File: config.mk
export PLATFORM = sky130hd
export DESIGN_NAME = ssaa_2x2_resolve_alpha_composite
export DESIGN_NICKNAME = d
export VERILOG_FILES = /design/src/rtl/core/ssaa_pkg.sv /design/src/rtl/core/ssaa_2x2_resolve_alpha_composite.sv /design/src/rtl/core/ssaa_mul.sv /design/src/rtl/core/ssaa_acc.sv /design/src/rtl/core/ssaa_div.sv
export SDC_FILE = /design/constraint.sdc
export NUM_CORES = 2
export LEC_CHECK = 0
export BUFFER_PORTS_ARGS = -buffer_cell sky130_fd_sc_hd__buf_2
export CAP_MARGIN = 20
export CORE_MARGIN = 10
export CORE_UTILIZATION = 61
export DETAILED_ROUTE_END_ITERATION = 6
export PLACE_DENSITY = 0.91
export RECOVER_POWER = 100
export SYNTH_ARGS = -nofsm -noshare
export SYNTH_HDL_FRONTEND = slang
export SYNTH_SLANG_ARGS = --single-unit
File: constraint.sdc
create_clock -name clk -period 8.1 [get_ports clk]
set_input_delay 2.025 -clock clk [delete_from_list [all_inputs] [get_ports clk]]
set_output_delay 2.025 -clock clk [all_outputs]
set_load 0.02 [all_outputs]
File: src/rtl/core/ssaa_pkg.sv
package ssaa_pkg;

  localparam int unsigned PIX_W     = 32;
  localparam int unsigned CHAN_W    = 8;
  localparam int unsigned ROW_W     = 9;
  localparam int unsigned PROD_W    = 16;
  localparam int unsigned WEIGHT_W  = 10;
  localparam int unsigned ACC_W     = 18;
  localparam int unsigned QUOT_W    = 16;
  localparam int unsigned NUM_SUB   = 4;
  localparam int unsigned NUM_CHAN  = 3;

  localparam int unsigned CFG_IDX_W = 8;
  localparam int unsigned CFG_DAT_W = 32;

  localparam logic [CFG_IDX_W-1:0] REG_BEHIND_MODE   = 8'd0;
  localparam logic [CFG_IDX_W-1:0] REG_PLAYFIELD_TOP = 8'd1;

  localparam logic [ROW_W-1:0]    PLAYFIELD_TOP_RESET = 9'd32;
  localparam logic [WEIGHT_W-1:0] FULL_WEIGHT         = 10'd1020;
  localparam logic [ACC_W-1:0]    HALF_WEIGHT         = 18'd510;
  localparam logic [CHAN_W-1:0]   OPAQUE_ALPHA        = 8'hFF;

  // floor(y / 255) = (y * RECIP_255) >> RECIP_SHIFT, exact for 16-bit y
  localparam logic [QUOT_W-1:0]   RECIP_255   = 16'h8081;
  localparam int unsigned         RECIP_SHIFT = 23;

  typedef struct packed {
    logic             valid;
    logic             wr;
    logic [PIX_W-1:0] dest;
  } ctl_t;

  typedef logic [NUM_CHAN-1:0][NUM_SUB-1:0][PROD_W-1:0] prod_arr_t;
  typedef logic [NUM_CHAN-1:0][ACC_W-1:0]               acc_arr_t;

endpackage

File: src/rtl/core/ssaa_2x2_resolve_alpha_composite.sv
// 2x2 supersample resolve with alpha "over" composite onto the frame.
//
// Input: one pixel beat is taken at each rising edge with start high and
// busy low. busy stays low, so a new pixel may enter every cycle; the rate
// is one pixel per clock, set by the three-stage pipeline (multiply,
// accumulate, reciprocal divide) that takes a new beat each cycle.
// Output: done pulses for one cycle with out_pixel and write_enable; the
// result is registered in the multiply, accumulate and divide stages in turn,
// and no stall comes between them. Results leave in input order. The
// receiver cannot hold results off, and none is needed: nothing stalls.
// Config: a write beat on cfg_valid/cfg_ready (ready always high) sets
// register cfg_index from cfg_data: index 0 behind_mode, index 1
// playfield_top; other indexes are ignored. Write only while idle.
// Reset: rst (synchronous) clears the pipeline valid bits, sets
// behind_mode to 0 and playfield_top to 32.
module ssaa_2x2_resolve_alpha_composite
  import ssaa_pkg::*;
(
  input  logic                 clk,
  input  logic                 rst,
  input  logic                 start,
  output logic                 busy,
  input  logic [PIX_W-1:0]     sub_top_left,
  input  logic [PIX_W-1:0]     sub_top_right,
  input  logic [PIX_W-1:0]     sub_bottom_left,
  input  logic [PIX_W-1:0]     sub_bottom_right,
  input  logic [PIX_W-1:0]     dest_pixel,
  input  logic [ROW_W-1:0]     row,
  input  logic                 bg_opaque,
  output logic                 done,
  output logic [PIX_W-1:0]     out_pixel,
  output logic                 write_enable,
  input  logic                 cfg_valid,
  output logic                 cfg_ready,
  input  logic [CFG_IDX_W-1:0] cfg_index,
  input  logic [CFG_DAT_W-1:0] cfg_data
);

  logic                behind_mode;
  logic [ROW_W-1:0]    playfield_top;
  logic                accept;
  ctl_t                ctl_s1;
  ctl_t                ctl_s2;
  prod_arr_t           prod;
  logic [WEIGHT_W-1:0] weight;
  acc_arr_t            acc;

  assign busy      = 1'b0;
  assign cfg_ready = 1'b1;
  assign accept    = start && !busy;

  always_ff @(posedge clk) begin
    if (rst) begin
      behind_mode   <= 1'b0;
      playfield_top <= PLAYFIELD_TOP_RESET;
    end else if (cfg_valid && cfg_ready) begin
      case (cfg_index)
        REG_BEHIND_MODE:   behind_mode   <= cfg_data[0];
        REG_PLAYFIELD_TOP: playfield_top <= cfg_data[ROW_W-1:0];
        default: begin
        end
      endcase
    end
  end

  ssaa_mul u_mul (
    .clk              (clk),
    .rst              (rst),
    .accept           (accept),
    .sub_top_left     (sub_top_left),
    .sub_top_right    (sub_top_right),
    .sub_bottom_left  (sub_bottom_left),
    .sub_bottom_right (sub_bottom_right),
    .dest_pixel       (dest_pixel),
    .row              (row),
    .bg_opaque        (bg_opaque),
    .behind_mode      (behind_mode),
    .playfield_top    (playfield_top),
    .ctl              (ctl_s1),
    .prod             (prod),
    .weight           (weight)
  );

  ssaa_acc u_acc (
    .clk     (clk),
    .rst     (rst),
    .ctl_in  (ctl_s1),
    .prod    (prod),
    .weight  (weight),
    .ctl_out (ctl_s2),
    .acc     (acc)
  );

  ssaa_div u_div (
    .clk          (clk),
    .rst          (rst),
    .ctl_in       (ctl_s2),
    .acc          (acc),
    .done         (done),
    .out_pixel    (out_pixel),
    .write_enable (write_enable)
  );

  a_done_from_beat: assert property (@(posedge clk) disable iff (rst)
    done |-> $past(accept, 3))
    else $error("result without an accepted beat");

  a_beat_gives_done: assert property (@(posedge clk) disable iff (rst)
    ctl_s2.valid |=> done)
    else $error("accumulated beat lost before output");

  a_we_needs_done: assert property (@(posedge clk)
    !done |-> !write_enable)
    else $error("write_enable outside a result");

  a_written_opaque: assert property (@(posedge clk) disable iff (rst)
    (done && write_enable) |-> (out_pixel[PIX_W-1 -: CHAN_W] == OPAQUE_ALPHA))
    else $error("written pixel not opaque");

endmodule

File: src/rtl/core/ssaa_mul.sv
module ssaa_mul
  import ssaa_pkg::*;
(
  input  logic             clk,
  input  logic             rst,
  input  logic             accept,
  input  logic [PIX_W-1:0] sub_top_left,
  input  logic [PIX_W-1:0] sub_top_right,
  input  logic [PIX_W-1:0] sub_bottom_left,
  input  logic [PIX_W-1:0] sub_bottom_right,
  input  logic [PIX_W-1:0] dest_pixel,
  input  logic [ROW_W-1:0] row,
  input  logic             bg_opaque,
  input  logic             behind_mode,
  input  logic [ROW_W-1:0] playfield_top,
  output ctl_t             ctl,
  output prod_arr_t        prod,
  output logic [WEIGHT_W-1:0] weight
);

  logic [NUM_SUB-1:0][PIX_W-1:0] sub;
  prod_arr_t                     prod_next;
  logic [WEIGHT_W-1:0]           asum;
  logic                          wr_next;

  assign sub = {sub_bottom_right, sub_bottom_left, sub_top_right, sub_top_left};

  always_comb begin
    asum = '0;
    for (int i = 0; i < NUM_SUB; i++) begin
      asum = asum + WEIGHT_W'(sub[i][PIX_W-1 -: CHAN_W]);
    end
    for (int c = 0; c < NUM_CHAN; c++) begin
      for (int i = 0; i < NUM_SUB; i++) begin
        prod_next[c][i] = PROD_W'(sub[i][c*CHAN_W +: CHAN_W]) *
                          PROD_W'(sub[i][PIX_W-1 -: CHAN_W]);
      end
    end
    wr_next = (row >= playfield_top) && !(behind_mode && bg_opaque) && (asum != '0);
  end

  always_ff @(posedge clk) begin
    if (rst) begin
      ctl.valid <= 1'b0;
    end else begin
      ctl.valid <= accept;
    end
    ctl.wr   <= wr_next;
    ctl.dest <= dest_pixel;
    prod     <= prod_next;
    weight   <= FULL_WEIGHT - asum;
  end

endmodule

File: src/rtl/core/ssaa_acc.sv
module ssaa_acc
  import ssaa_pkg::*;
(
  input  logic                clk,
  input  logic                rst,
  input  ctl_t                ctl_in,
  input  prod_arr_t           prod,
  input  logic [WEIGHT_W-1:0] weight,
  output ctl_t                ctl_out,
  output acc_arr_t            acc
);

  acc_arr_t acc_next;

  always_comb begin
    for (int c = 0; c < NUM_CHAN; c++) begin
      acc_next[c] = HALF_WEIGHT + ACC_W'(ctl_in.dest[c*CHAN_W +: CHAN_W]) * ACC_W'(weight);
      for (int i = 0; i < NUM_SUB; i++) begin
        acc_next[c] = acc_next[c] + ACC_W'(prod[c][i]);
      end
    end
  end

  always_ff @(posedge clk) begin
    if (rst) begin
      ctl_out.valid <= 1'b0;
    end else begin
      ctl_out.valid <= ctl_in.valid;
    end
    ctl_out.wr   <= ctl_in.wr;
    ctl_out.dest <= ctl_in.dest;
    acc          <= acc_next;
  end

endmodule

File: src/rtl/core/ssaa_div.sv
module ssaa_div
  import ssaa_pkg::*;
(
  input  logic             clk,
  input  logic             rst,
  input  ctl_t             ctl_in,
  input  acc_arr_t         acc,
  output logic             done,
  output logic [PIX_W-1:0] out_pixel,
  output logic             write_enable
);

  logic [NUM_CHAN-1:0][CHAN_W-1:0] quot;
  logic [2*QUOT_W-1:0]             scaled [NUM_CHAN];
  logic [PIX_W-1:0]                pixel_next;

  // divide by 1020: drop the factor of four, then multiply by the reciprocal of 255
  always_comb begin
    for (int c = 0; c < NUM_CHAN; c++) begin
      scaled[c] = (2*QUOT_W)'(acc[c][ACC_W-1:2]) * (2*QUOT_W)'(RECIP_255);
      quot[c]   = scaled[c][RECIP_SHIFT +: CHAN_W];
    end
    pixel_next = ctl_in.wr ? {OPAQUE_ALPHA, quot[2], quot[1], quot[0]} : ctl_in.dest;
  end

  always_ff @(posedge clk) begin
    if (rst) begin
      done         <= 1'b0;
      write_enable <= 1'b0;
    end else begin
      done         <= ctl_in.valid;
      write_enable <= ctl_in.valid && ctl_in.wr;
    end
    out_pixel <= pixel_next;
  end

endmodule

==> reports/results.tsv <==
metric	value	unit
status	complete, but fails checks	
failing checks	DRC, capacitance limit, slew limit	
met3 GRT Util	6.56	%
share of Yosys cell area claimed by the top area cell type	31.6	%
global-route wire length before repair	209000	um
number of global-route vias before repair	41400	
first-pass iteration count of the detailed router	7	
number of hold-slack violations in the final timing report	0	
maximum fanout along the worst path	25	
post-synthesis net count	7117	
count of maximum capacitance violations	2	
clock slew seen by the registers of the worst setup and hold paths	0.05	ns
highest cell delay on the worst timing path	1.06	ns
Setup crit end kind	flop	
cell type with the highest aggregate area in the netlist	sky130_fd_sc_hd__fa_1	
adder-cell share of the synthesized area	51.2	%
wire length reported by the detailed router	129000	um
number of enable flip-flop cells after synthesis	0	
via count normalized by instance count	5.65	
global routing met2 resource utilization	45.7	%
area inside the core boundary	80800	sq um
cell mode on critical path	sky130_fd_sc_hd__fa_1	
number of placement rows	104	
overall die area	93600	sq um
Top Ports	250	
sequential element share of the synthesized area	14.5	%
multiplexer share of the synthesized area	0.364	%
clock tree skew after final layout	0.0220	ns
number of buffers created by CTS	45	
number of buffer cells added on primary ports	224	
global routing usage summed across all routing layers	27.7	%
kind of path behind the tightest hold check	flop to flop	
RSZ-0062 raised after global routing	no	
post-CTS setup buffer count	0	
count of synthesis-stage warnings from yosys	0	
crit path cell chain	clkbuf_1, nand2_1, fa_1, inv_1, fa_1, fa_1, inv_1, fa_1, inv_1, ha_1, or3_1, o21ai_0, a21oi_1, a211oi_1, a21oi_1, xnor2_1	
RePlAce Congestion	0.999	
cell area after layout	53400	sq um
ranking of synthesized cells by area	sky130_fd_sc_hd__fa_1, sky130_fd_sc_hd__ha_1, sky130_fd_sc_hd__dfxtp_1	
dpl cell area	51900	sq um
vertical extent of the die	306	um
slew at the pin closest to its max-slew limit	1.76	ns
post-cts gate resize count	0	
main combinational cell family by area after synthesis	adder cells	
worst path arrival time	7.21	ns
effective utilization at floorplan	61.8	%
class of the most critical setup path	input pin to flop	
H-tree depth reported by CTS	2	
cell with the most instances after synthesis	sky130_fd_sc_hd__inv_1	
final slew viol count	35	
initial detailed-routing violation count	2894	
Worst-Skew Late Latency	0.59	ns
crit path buf inv count	4	
vias after detailed routing	37300	
final setup violating endpoints	0	
ratio of cells with drive above 1 in the final layout	5.55	%
Detail Placement HPWL	103000	um
cell type of the slowest stage on the worst timing path	sky130_fd_sc_hd__clkbuf_1	
post-layout minimum cycle time	6.74	ns
post-synthesis compound-gate area fraction	5.74	%
number of clock sinks	362	
Data required, critical path	8.57	ns
post-synthesis instance total	5334	
distinct cell type count after synthesis	84	
CTS tree	done	
total global routing overflow	0	
maximum operating frequency	148	MHz
layout overhead on the synthesized area	7.08	%
commonest register cell after synthesis	sky130_fd_sc_hd__dfxtp_1	
met1 demand-to-capacity share in global routing	32.0	%
relative max-transition margin	-17.6	%
Async S/R FF share, synth	0	%
largest net degree at the start of global routing	35	
Avg WL per Cell	19.5	um
startpoint class of the critical path	input pin	
busiest grt layer	met2	
Avg Cell Area, Syn	9.36	sq um
part of the cycle the worst path needs	83.2	%
maximum number of buffers from clock root to sink	3	
number of nets in the final layout	7268	
Top delay family on crit path	adder cells	
accumulated negative setup slack	0	ns
antenna violations before repair	34	
count of hold buffers inserted by post-cts repair	0	
simple-gate area share of the yosys netlist	14.3	%
most instantiated cells after synthesis	sky130_fd_sc_hd__inv_1, sky130_fd_sc_hd__fa_1, sky130_fd_sc_hd__ha_1	
remaining routing DRC violations	11	
xor and xnor fraction of the mapped netlist area	3.90	%
Synth Register Bits	362	
Final ANT Viol Nets	0	
floorplan die width	306	um
cell chosen for the clock root	sky130_fd_sc_hd__clkbuf_16	
post-synthesis instance area	49900	sq um
==> logic make-up (layout without fill, tap and decap cells) <==
family                   after synthesis  in the layout
adder cells (fa/ha/maj)             1569           1569
AND/OR/NAND/NOR                     1410           1410
buffers and inverters               1324           1508
AO/OA/AOI/OAI                        428            428
flip-flops                           362            362
XOR/XNOR                             222            222
multiplexers                          17             17
other                                  2             27
==> flip-flops by register name (all words and copies together) (netlist names), 9 cells and up <==
name / flops
u_acc.acc: 48
u_acc.ctl_out: 34
u_div.out_pixel: 32
playfield_top: 9
u_mul.weight: 10
u_mul.prod: 192
u_mul.ctl: 34
==> metal layers <==
metal	up-vias	part of all wire, %
met5	-	0.074
met4	14	7.5
met3	503	9.4
met2	1762	46
met1	18400	37
li1	16700	-
==> worst reg2reg max path: cells and delay by family (launching register included) <==
family | cells | cell delay (ns)
fa+ha+maj | 6 | 2.90
simple gates | 3 | 0.84
compound gates | 5 | 1.40
buf+inv | 3 | 0.14
flops | 1 | 1.10
==> path summary, 6_finish.rpt <==
path	from	endpoint	slack, ns	cells past startpoint
max reg2reg	u_mul.weight[7]$_DFF_P_	u_acc.acc[16]$_DFF_P_	1.65	17
min reg2reg	u_mul.ctl[29]$_DFF_P_	u_acc.ctl_out[29]$_DFF_P_	0.33	0
min	u_mul.ctl[29]$_DFF_P_	u_acc.ctl_out[29]$_DFF_P_	0.33	0
max	sub_top_right[26]	u_mul.prod[31]$_DFF_P_	1.36	16
==> layout make-up <==
cell class / count / area [sq um]
diodes: 25 / 62.6
multi-input cells: 3648 / 37600
inverters: 1196 / 4490
flip-flops and latches: 362 / 7250
repair buffers: 232 / 1120
clock buffers: 56 / 1260
well taps: 1060 / 1330
fillers: 5661 / 27400
clock inverters: 24 / 353
==> layout by cell type, fill, tap and decap left out, types with 8 or more instances in the layout <==
cell type and instances:
sky130_fd_sc_hd__clkbuf_16 47, sky130_fd_sc_hd__xnor2_1 188, sky130_fd_sc_hd__o21a_1 33, sky130_fd_sc_hd__o31ai_1 11
sky130_fd_sc_hd__dfxtp_1 362, sky130_fd_sc_hd__nor3_1 30, sky130_fd_sc_hd__clkbuf_1 48, sky130_fd_sc_hd__nand2b_1 25
sky130_fd_sc_hd__nand4_1 10, sky130_fd_sc_hd__a21oi_1 145, sky130_fd_sc_hd__and2_1 450, sky130_fd_sc_hd__nand2_1 573
sky130_fd_sc_hd__nor2b_1 30, sky130_fd_sc_hd__or3_1 30, sky130_fd_sc_hd__and3_1 24, sky130_fd_sc_hd__diode_2 25
sky130_fd_sc_hd__a211oi_1 26, sky130_fd_sc_hd__or2_2 22, sky130_fd_sc_hd__and2_0 58, sky130_fd_sc_hd__xor2_1 34
sky130_fd_sc_hd__a21o_1 45, sky130_fd_sc_hd__buf_2 182, sky130_fd_sc_hd__ha_1 782, sky130_fd_sc_hd__bufinv_16 8
sky130_fd_sc_hd__fa_1 787, sky130_fd_sc_hd__a31oi_1 8, sky130_fd_sc_hd__nand3_1 31, sky130_fd_sc_hd__inv_1 1196
sky130_fd_sc_hd__o21bai_1 15, sky130_fd_sc_hd__mux2i_1 11, sky130_fd_sc_hd__o211ai_1 16, sky130_fd_sc_hd__nor2_1 102
sky130_fd_sc_hd__o21ai_0 57, sky130_fd_sc_hd__o21ai_1 9
==> stage by stage <==
stage               util (%)  hold WS, ns  setup WS, ns  instances
finish                  66.1        0.326          1.36       6603
global route            66.1        0.337          1.20       6601
CTS                     66.2        0.327          2.09       6578
detailed placement      64.3        0.312          1.54       6498
global placement        64.3        0.312          1.71       6498
floorplan                  -        0.310          2.16       5334
Power is left out: the tool's default activity adds up to more than one toggle a clock period on the data nets, which glitch-free logic cannot reach.
